==> config.mk <==
export PLATFORM = sky130hd
export DESIGN_NAME = calendar_date_arithmetic
export DESIGN_NICKNAME = d
export VERILOG_FILES = /design/src/rtl/cda_pkg.sv /design/src/rtl/calendar_date_arithmetic.sv /design/src/rtl/cda_ctrl.sv /design/src/rtl/cda_dp.sv
export SDC_FILE = /design/constraint.sdc
export NUM_CORES = 2
export LEC_CHECK = 0
export BUFFER_PORTS_ARGS = -buffer_cell sky130_fd_sc_hd__buf_4
export CORE_MARGIN = 2
export CORE_UTILIZATION = 35
export DETAILED_ROUTE_END_ITERATION = 8
export GPL_TIMING_DRIVEN = 0
export MAX_ROUTING_LAYER = met4
export SYNTH_ARGS = -nofsm -noshare
export SYNTH_HDL_FRONTEND = slang
export SYNTH_SLANG_ARGS = --single-unit
==> constraint.sdc <==
create_clock -name clk -period 15.3 [get_ports clk]
set_input_delay 3.06 -clock clk [delete_from_list [all_inputs] [get_ports clk]]
set_output_delay 3.06 -clock clk [all_outputs]
set_load 0.02 [all_outputs]
==> src/rtl/cda_pkg.sv <==
`timescale 1ns / 1ps
package cda_pkg;

	localparam int BASE_YEAR = 1900;
	localparam int YEAR_SPAN = 256;
	localparam int REF_DAY   = 1;
	localparam int REF_MONTH = 1;
	localparam int LAST_YEAR = BASE_YEAR + YEAR_SPAN - 1;

	typedef logic [1:0]  op_t;
	typedef logic [4:0]  day_t;
	typedef logic [3:0]  month_t;
	typedef logic [11:0] year_t;
	typedef logic [8:0]  doy_t;
	typedef logic [8:0]  off_t;
	typedef logic [17:0] dnum_t;
	typedef logic [15:0] cnt_t;
	typedef logic signed [18:0] diff_t;
	typedef logic [2:0]  wday_t;

	localparam op_t OP_ASSIGN = 2'd0;
	localparam op_t OP_ADD    = 2'd1;
	localparam op_t OP_SUB    = 2'd2;
	localparam op_t OP_CMP    = 2'd3;

	localparam day_t MONTH_LEN [0:15] = '{5'd0, 5'd31, 5'd28, 5'd31, 5'd30, 5'd31, 5'd30,
		5'd31, 5'd31, 5'd30, 5'd31, 5'd30, 5'd31, 5'd0, 5'd0, 5'd0};
	localparam doy_t CUM_DAYS [0:15] = '{9'd0, 9'd0, 9'd31, 9'd59, 9'd90, 9'd120, 9'd151,
		9'd181, 9'd212, 9'd243, 9'd273, 9'd304, 9'd334, 9'd0, 9'd0, 9'd0};

	typedef struct packed {
		logic load;
		logic calc_held;
		logic calc_given;
		logic exec;
		logic year_step;
		logic month_step;
		logic publish;
	} cda_cmd_t;

	typedef struct packed {
		logic conv;
		logic year_done;
		logic month_done;
		logic out_free;
	} cda_status_t;

	// floor(x / 25) for x below 1024, by reciprocal
	function automatic logic [5:0] div25(input logic [9:0] x);
		logic [21:0] p;
		p = {12'd0, x} * 22'd2622;
		return p[21:16];
	endfunction

	function automatic logic leap(input year_t y);
		logic [5:0]  q100;
		logic [5:0]  q400;
		logic [11:0] h100;
		logic [11:0] h400;
		q100 = div25(y[11:2]);
		q400 = div25({2'b00, y[11:4]});
		h100 = 12'({6'd0, q100} * 12'd100);
		h400 = 12'({6'd0, q400} * 12'd400);
		return (y[1:0] == 2'b00 && y != h100) || y == h400;
	endfunction

	function automatic day_t dim(input month_t m, input year_t y);
		return (m == 4'd2 && leap(y)) ? 5'd29 : MONTH_LEN[m];
	endfunction

	function automatic dnum_t leaps_to(input year_t x);
		logic [9:0] q4;
		q4 = x[11:2];
		return 18'(q4) - 18'(div25(q4)) + 18'(div25({2'b00, x[11:4]}));
	endfunction

	localparam dnum_t LEAPS_BASE = leaps_to(year_t'(BASE_YEAR - 1));

	function automatic dnum_t days_before(input off_t off);
		year_t y;
		y = year_t'(BASE_YEAR) + year_t'(off);
		return 18'(off) * 18'd365 + leaps_to(y - 12'd1) - LEAPS_BASE;
	endfunction

	function automatic doy_t doy(input day_t d, input month_t m, input year_t y);
		return 9'(d) + CUM_DAYS[m] + 9'(leap(y) && m > 4'd2);
	endfunction

	function automatic dnum_t daynum(input day_t d, input month_t m, input year_t y);
		return days_before(off_t'(y - year_t'(BASE_YEAR))) + 18'(doy(d, m, y));
	endfunction

	function automatic logic valid(input day_t d, input month_t m, input year_t y);
		return y >= year_t'(BASE_YEAR) && y <= year_t'(LAST_YEAR) && m >= 4'd1 && m <= 4'd12
			&& d >= 5'd1 && d <= dim(m, y);
	endfunction

	function automatic day_t ref_d();
		day_t l;
		l = dim(month_t'(REF_MONTH), year_t'(BASE_YEAR));
		if (l == 5'd0)
			return 5'd1;
		return (day_t'(REF_DAY) > l) ? l : day_t'(REF_DAY);
	endfunction

	localparam day_t  REF_D   = ref_d();
	localparam dnum_t MAX_DN  = daynum(5'd31, 4'd12, year_t'(LAST_YEAR));
	localparam dnum_t REF_DN  = daynum(REF_D, month_t'(REF_MONTH), year_t'(BASE_YEAR));
	// multiple of seven above any reference offset keeps the weekday non-negative
	localparam dnum_t WK_BIAS = 18'd371 - REF_DN;

	// x mod 7 for x below 2**17, by reciprocal
	function automatic wday_t mod7(input dnum_t x);
		logic [35:0] p;
		logic [14:0] q;
		logic [17:0] r;
		p = {18'd0, x} * 36'd149797;
		q = p[34:20];
		r = x - 18'({3'd0, q} * 18'd7);
		return r[2:0];
	endfunction

endpackage

==> src/rtl/calendar_date_arithmetic.sv <==
`timescale 1ns / 1ps
// channel  signals                                          direction
// in       in_valid in_ready opcode in_day in_month          sink
//          in_year day_count
// out      out_valid out_ready ok cur_day cur_month cur_year source
//          day_of_year day_number weekday difference
//
// each item passes through the load, held-date, given-date and execute states, then, for add and subtract, a year walk
// and a month walk run by the walk sequencer, then a final held-date step and the output state
// arst_n low puts the held date at the reference date and empties the output
// a new item is taken while the last result still waits in the output register;
// a stalled output holds the block in its last state until the result is taken
module calendar_date_arithmetic (
	input  logic                 clk,
	input  logic                 arst_n,
	input  logic                 in_valid,
	output logic                 in_ready,
	input  cda_pkg::op_t         opcode,
	input  cda_pkg::day_t        in_day,
	input  cda_pkg::month_t      in_month,
	input  cda_pkg::year_t       in_year,
	input  cda_pkg::cnt_t        day_count,
	output logic                 out_valid,
	input  logic                 out_ready,
	output logic                 ok,
	output cda_pkg::day_t        cur_day,
	output cda_pkg::month_t      cur_month,
	output cda_pkg::year_t       cur_year,
	output cda_pkg::doy_t        day_of_year,
	output cda_pkg::dnum_t       day_number,
	output cda_pkg::wday_t       weekday,
	output cda_pkg::diff_t       difference
);
	import cda_pkg::*;

	cda_cmd_t    cmd;
	cda_status_t st;

	cda_ctrl u_ctrl (
		.clk      (clk),
		.arst_n   (arst_n),
		.in_valid (in_valid),
		.in_ready (in_ready),
		.st       (st),
		.cmd      (cmd)
	);

	cda_dp u_dp (
		.clk         (clk),
		.arst_n      (arst_n),
		.cmd         (cmd),
		.st          (st),
		.opcode      (opcode),
		.in_day      (in_day),
		.in_month    (in_month),
		.in_year     (in_year),
		.day_count   (day_count),
		.out_valid   (out_valid),
		.out_ready   (out_ready),
		.ok          (ok),
		.cur_day     (cur_day),
		.cur_month   (cur_month),
		.cur_year    (cur_year),
		.day_of_year (day_of_year),
		.day_number  (day_number),
		.weekday     (weekday),
		.difference  (difference)
	);

endmodule

==> src/rtl/cda_ctrl.sv <==
`timescale 1ns / 1ps
module cda_ctrl (
	input  logic                 clk,
	input  logic                 arst_n,
	input  logic                 in_valid,
	output logic                 in_ready,
	input  cda_pkg::cda_status_t st,
	output cda_pkg::cda_cmd_t    cmd
);
	import cda_pkg::*;

	localparam logic [2:0] S_IDLE  = 3'd0;
	localparam logic [2:0] S_HELD  = 3'd1;
	localparam logic [2:0] S_GIVEN = 3'd2;
	localparam logic [2:0] S_EXEC  = 3'd3;
	localparam logic [2:0] S_YEAR  = 3'd4;
	localparam logic [2:0] S_MONTH = 3'd5;
	localparam logic [2:0] S_FIN   = 3'd6;
	localparam logic [2:0] S_OUT   = 3'd7;

	logic [2:0] state_q;
	logic [2:0] state_d;

	assign in_ready = (state_q == S_IDLE);

	always_comb begin
		cmd = '0;
		state_d = state_q;
		unique case (state_q)
			S_IDLE: begin
				if (in_valid) begin
					cmd.load = 1'b1;
					state_d = S_HELD;
				end
			end
			S_HELD: begin
				cmd.calc_held = 1'b1;
				state_d = S_GIVEN;
			end
			S_GIVEN: begin
				cmd.calc_given = 1'b1;
				state_d = S_EXEC;
			end
			S_EXEC: begin
				cmd.exec = 1'b1;
				state_d = st.conv ? S_YEAR : S_FIN;
			end
			S_YEAR: begin
				cmd.year_step = 1'b1;
				if (st.year_done)
					state_d = S_MONTH;
			end
			S_MONTH: begin
				cmd.month_step = 1'b1;
				if (st.month_done)
					state_d = S_FIN;
			end
			S_FIN: begin
				cmd.calc_held = 1'b1;
				state_d = S_OUT;
			end
			S_OUT: begin
				if (st.out_free) begin
					cmd.publish = 1'b1;
					state_d = S_IDLE;
				end
			end
			default: state_d = S_IDLE;
		endcase
	end

	always_ff @(posedge clk or negedge arst_n) begin
		if (!arst_n)
			state_q <= S_IDLE;
		else
			state_q <= state_d;
	end

	a_year_from_exec: assert property (@(posedge clk) disable iff (!arst_n)
		state_q == S_YEAR |-> $past(state_q) == S_EXEC || $past(state_q) == S_YEAR)
		else $error("year walk entered out of order");
	a_one_hot_cmd: assert property (@(posedge clk) disable iff (!arst_n) $onehot0(cmd))
		else $error("more than one command");
	a_publish_idle: assert property (@(posedge clk) disable iff (!arst_n)
		cmd.publish |=> state_q == S_IDLE)
		else $error("no return to idle after publish");

endmodule

==> src/rtl/cda_dp.sv <==
`timescale 1ns / 1ps
module cda_dp (
	input  logic                 clk,
	input  logic                 arst_n,
	input  cda_pkg::cda_cmd_t    cmd,
	output cda_pkg::cda_status_t st,
	input  cda_pkg::op_t         opcode,
	input  cda_pkg::day_t        in_day,
	input  cda_pkg::month_t      in_month,
	input  cda_pkg::year_t       in_year,
	input  cda_pkg::cnt_t        day_count,
	output logic                 out_valid,
	input  logic                 out_ready,
	output logic                 ok,
	output cda_pkg::day_t        cur_day,
	output cda_pkg::month_t      cur_month,
	output cda_pkg::year_t       cur_year,
	output cda_pkg::doy_t        day_of_year,
	output cda_pkg::dnum_t       day_number,
	output cda_pkg::wday_t       weekday,
	output cda_pkg::diff_t       difference
);
	import cda_pkg::*;

	op_t    op_q;
	day_t   gday_q;
	month_t gmonth_q;
	year_t  gyear_q;
	cnt_t   cnt_q;
	day_t   held_day_q;
	month_t held_month_q;
	year_t  held_year_q;
	dnum_t  dn_q;
	dnum_t  gdn_q;
	logic   gvalid_q;
	logic   ok_q;
	diff_t  diff_q;
	dnum_t  n_q;
	off_t   k_q;
	month_t m_q;
	logic   out_valid_q;

	dnum_t  sum;
	dnum_t  target;
	logic   t_ok;
	logic [34:0] est_p;
	off_t   est;
	year_t  walk_year;
	dnum_t  rem;
	day_t   mlen;

	assign sum = dn_q + 18'(cnt_q);
	assign walk_year = year_t'(BASE_YEAR) + year_t'(k_q);
	assign rem = n_q - days_before(k_q);
	assign mlen = dim(m_q, walk_year);

	always_comb begin
		target = sum;
		t_ok = 1'b1;
		if (op_q == OP_ADD) begin
			if (sum > MAX_DN) begin
				target = MAX_DN;
				t_ok = 1'b0;
			end
		end else begin
			if (18'(cnt_q) >= dn_q) begin
				target = 18'd1;
				t_ok = 1'b0;
			end else begin
				target = dn_q - 18'(cnt_q);
			end
		end
	end

	// year estimate from (n - 1) / 366, never above the true year
	assign est_p = {18'd0, 17'(target - 18'd1)} * 35'd183357;
	assign est = (est_p[34:26] > off_t'(YEAR_SPAN - 1)) ? off_t'(YEAR_SPAN - 1) : est_p[34:26];

	assign st.conv = (op_q == OP_ADD) || (op_q == OP_SUB);
	assign st.year_done = !(k_q < off_t'(YEAR_SPAN - 1) && rem > (leap(walk_year) ? 18'd366 : 18'd365));
	assign st.month_done = !(m_q < 4'd12 && n_q > 18'(mlen));
	assign st.out_free = !out_valid_q || out_ready;

	always_ff @(posedge clk) begin
		if (cmd.load) begin
			op_q <= opcode;
			gday_q <= in_day;
			gmonth_q <= in_month;
			gyear_q <= in_year;
			cnt_q <= day_count;
		end
		if (cmd.calc_held)
			dn_q <= daynum(held_day_q, held_month_q, held_year_q);
		if (cmd.calc_given) begin
			gdn_q <= daynum(gday_q, gmonth_q, gyear_q);
			gvalid_q <= valid(gday_q, gmonth_q, gyear_q);
		end
		if (cmd.exec) begin
			diff_q <= (op_q == OP_CMP && gvalid_q) ? diff_t'(dn_q) - diff_t'(gdn_q) : '0;
			n_q <= target;
			k_q <= est;
			unique case (op_q)
				OP_ASSIGN: ok_q <= gvalid_q;
				OP_ADD, OP_SUB: ok_q <= t_ok;
				OP_CMP: ok_q <= gvalid_q;
				default: ok_q <= 1'b0;
			endcase
		end
		if (cmd.year_step) begin
			if (st.year_done) begin
				n_q <= rem;
				m_q <= 4'd1;
			end else begin
				k_q <= k_q + 9'd1;
			end
		end
		if (cmd.month_step && !st.month_done) begin
			n_q <= n_q - 18'(mlen);
			m_q <= m_q + 4'd1;
		end
		if (cmd.publish) begin
			ok <= ok_q;
			cur_day <= held_day_q;
			cur_month <= held_month_q;
			cur_year <= held_year_q;
			day_of_year <= doy(held_day_q, held_month_q, held_year_q);
			day_number <= dn_q;
			weekday <= mod7(dn_q + WK_BIAS);
			difference <= diff_q;
		end
	end

	always_ff @(posedge clk or negedge arst_n) begin
		if (!arst_n) begin
			held_day_q <= REF_D;
			held_month_q <= month_t'(REF_MONTH);
			held_year_q <= year_t'(BASE_YEAR);
			out_valid_q <= 1'b0;
		end else begin
			if (cmd.exec && op_q == OP_ASSIGN && gvalid_q) begin
				held_day_q <= gday_q;
				held_month_q <= gmonth_q;
				held_year_q <= gyear_q;
			end
			if (cmd.month_step && st.month_done) begin
				held_day_q <= n_q[4:0];
				held_month_q <= m_q;
				held_year_q <= walk_year;
			end
			if (cmd.publish)
				out_valid_q <= 1'b1;
			else if (out_ready)
				out_valid_q <= 1'b0;
		end
	end

	assign out_valid = out_valid_q;

	a_month_range: assert property (@(posedge clk) disable iff (!arst_n)
		held_month_q >= 4'd1 && held_month_q <= 4'd12)
		else $error("held month out of range");
	a_year_range: assert property (@(posedge clk) disable iff (!arst_n)
		held_year_q >= year_t'(BASE_YEAR) && held_year_q <= year_t'(LAST_YEAR))
		else $error("held year out of span");
	a_publish_valid: assert property (@(posedge clk) disable iff (!arst_n)
		cmd.publish |=> out_valid_q)
		else $error("result not shown after publish");

endmodule
==> out/qor.yml <==
run_status:
  status: "finished, final reports clean"
worst_hold_path:
  min_from: "u_dp.diff_q[17]"
  hp-class: "reg -> reg"
floorplan:
  die_h_um: 382
  ios: 116
  coreArea_um2: 142000
  die_area_um2: 146000
  die_w_um: 382
  start_util_pct: 35.3
  rows: 138
logic_synthesis:
  ys_types: 100
  synth_top_area_share_pct: 30.3
  ys_ff_latch: 223
  yosysMostFrequentCell: "ha_1"
  synth_cells: 5247
  yosysWarnings: 0
  synth_nets: 7057
  synth_area_leaders: "ha_1 (30%), fa_1 (22%), edfxtp_1 (10%)"
  synthArstFlopShare_pct: 11.2
  synth_edf_count: 171
  synth_area_per_cell_um2: 9.55
  yosysTopAreaCell: "ha_1"
  synthesis.area_um2: 50100
  ys.flop_type: "edfxtp_1"
  yosysSeqAreaShare_pct: 12.6
  yosys-top-cells-count: "ha_1 (1214), inv_1 (1206), fa_1 (553)"
final_layout:
  n_antenna_cell: 0
  nNetsFinal: 7213
  fin_util_pct: 38.5
  areaGrowthSynthToFinish_pct: 9.00
  drive_above_1_share_pct: 5.46
grt:
  grt_pass1_wl_um: 197000
  grt_max_degree: 32
  grt-ovfl-total: 0
  grtUsageTotal_pct: 17.1
  antenna_found_initial: 3
  grt_pass1_vias: 36800
placed_design:
  pre_cts_ws_ps: -2170
  portBuffers: 115
  hpwl_um: 104000
  routabilityCongestion: 0.902
setup_path:
  required_ps: 15740
  critical_path.max_fanout: 10
  endpoint_kind: "flop"
  crit_start: "u_dp.k_q[2]"
  path_class: "reg -> reg"
  slowest_stage: "fa_1"
  arrival_ps: 14930
  cp-start-kind: "flop"
  r2r_start: "u_dp.k_q[2]"
  cpPeakStageDelay_ps: 550
sta:
  period_share_pct: 94.7
  hold_viol: 0
  timing.fmax_ghz: 0.0690
  max_slew_margin_pct: 13.4
  setup_violations: 0
  fin_skew_ps: 16.8
  period_minus_slack_ps: 14490
  setup_ws_ps: 808
  worst_slew_pin_slew_ps: 1290
  final-max-slew-violation-count: 0
clocking:
  clk_pin_slew_ps: 70
  cts.path.max_buffers: 3
  cts_tree: "built"
  cts-root-buf: "clkbuf_16"
  cts_htree_levels: 1
  insertion_delay_ps: 600
  cts_buffers: 27
  cts_sinks: 223
route:
  vias_per_cell: 4.91
  drt_iter0_drc: 2050
  drc: 0
  wl_per_cell_um: 16.4
  firstDrtPassIters: 5
  postRouteAntennaNets: 0
  num_vias: 35900
  wl_um: 120000
run:
  maxCapViolations: 0
## through the flow
step | instances | cell area, um2 | TNS [ps] | hold slack, ps
after floorplan | 5247 | 50100 | 0 | 400
after global placement | 7252 | 53400 | -85430 | 405
after detailed placement | 7258 | 53500 | -63140 | 405
after CTS | 7307 | 54500 | 0 | 417
after global routing | 7314 | 54600 | -14.8 | 428
final | 7314 | 54600 | 0 | 417
## final cells by class
type | instances | area (um2)
Multi-Input combinational cell | 3741 | 39100
Buffer | 68 | 305
Inverter | 1212 | 4560
Timing Repair Buffer | 130 | 1040
Tap cell | 1890 | 2360
Clock buffer | 31 | 691
Sequential cell | 223 | 6320
Fill cell | 14200 | 87300
Clock inverter | 19 | 210
## critical path: cells and delay by family (launching register included)
family	cells	cell delay (ps)
adders and majority gates	16	6180
AOI/OAI and AO/OA	17	3150
and+or+nand+nor	13	2490
buffers and inverters	11	1260
xor gates and xnor gates	4	780
DFF	1	410
## sequential cells by signal, indices dropped and copies added (netlist names), 5 cells and up
| name | cells |
|---|---|
| u_dp.dn_q | 18 |
| u_dp.held_year_q | 12 |
| u_dp.day_of_year | 9 |
| u_dp.cnt_q | 16 |
| u_dp.gdn_q | 18 |
| u_dp.gday_q | 5 |
| u_dp.difference | 19 |
| u_dp.k_q | 9 |
| u_dp.diff_q | 19 |
| u_dp.gyear_q | 12 |
| u_dp.n_q | 18 |
| u_dp.cur_year | 12 |
| u_dp.cur_day | 5 |
| u_dp.held_day_q | 5 |
| u_dp.day_number | 18 |
## placed cells by master, fill, tap and decap left out, types with 62 or more instances in the layout
master / Yosys / routed
a21oi_1: 208 / 206
nand2_1: 242 / 241
xnor2_1: 264 / 256
inv_1: 1206 / 1204
edfxtp_1: 171 / 171
ha_1: 1214 / 1214
o21ai_0: 154 / 151
nor3_1: 64 / 62
nor2_1: 180 / 176
fa_1: 553 / 553
a21o_1: 108 / 108
buf_4: 1 / 125
xor2_1: 96 / 95
## per-layer routing
| metal | wire length [um] | vias to the layer above | global-route usage [%] |
|---|---|---|---|
| li1 | - | 17600 | - |
| met1 | 56300 | 17600 | 23.1 |
| met2 | 57600 | 608 | 28.7 |
| met3 | 4590 | 98 | 1.36 |
| met4 | 1810 | 0 | 2.21 |
| met5 | 0 | - | - |
## logic make-up (layout without fill, tap and decap cells)
logic type                 count (synthesis)  count (layout)  share of synthesized area (%)
and+or+nand+nor                          788             788                           7.74
DFF                                      223             223                           12.6
xor gates and xnor gates                 366             366                           6.56
muxes                                     34              34                          0.726
adders and majority gates               1767            1767                           52.4
buffers and inverters                   1283            1460                           9.67
AOI/OAI and AO/OA                        786             786                           10.3
## path summary, 6_finish.rpt
path                                         to  slack (ps)  cells after the start
max in group asynchronous   u_dp.held_year_q[3]       12600                      1
min in group asynchronous  u_dp.held_year_q[11]        2380                      1
setup / recovery                   u_dp.n_q[14]         810                     61
setup reg to reg                   u_dp.n_q[14]         810                     61
hold / removal              u_dp.difference[17]         420                      0
hold reg to reg             u_dp.difference[17]         420                      0
## timing repair
action | 4_1_cts | 5_1_grt
hold buffers | 0 | 0
resized for setup | 21 | 28
pin swaps | 0 | 3
buffers inserted | 0 | 9
setup endpoints to repair | 32 | 52
Power is left out: the tool's default activity adds up to more than one toggle a clock period on the data nets, which glitch-free logic cannot reach.
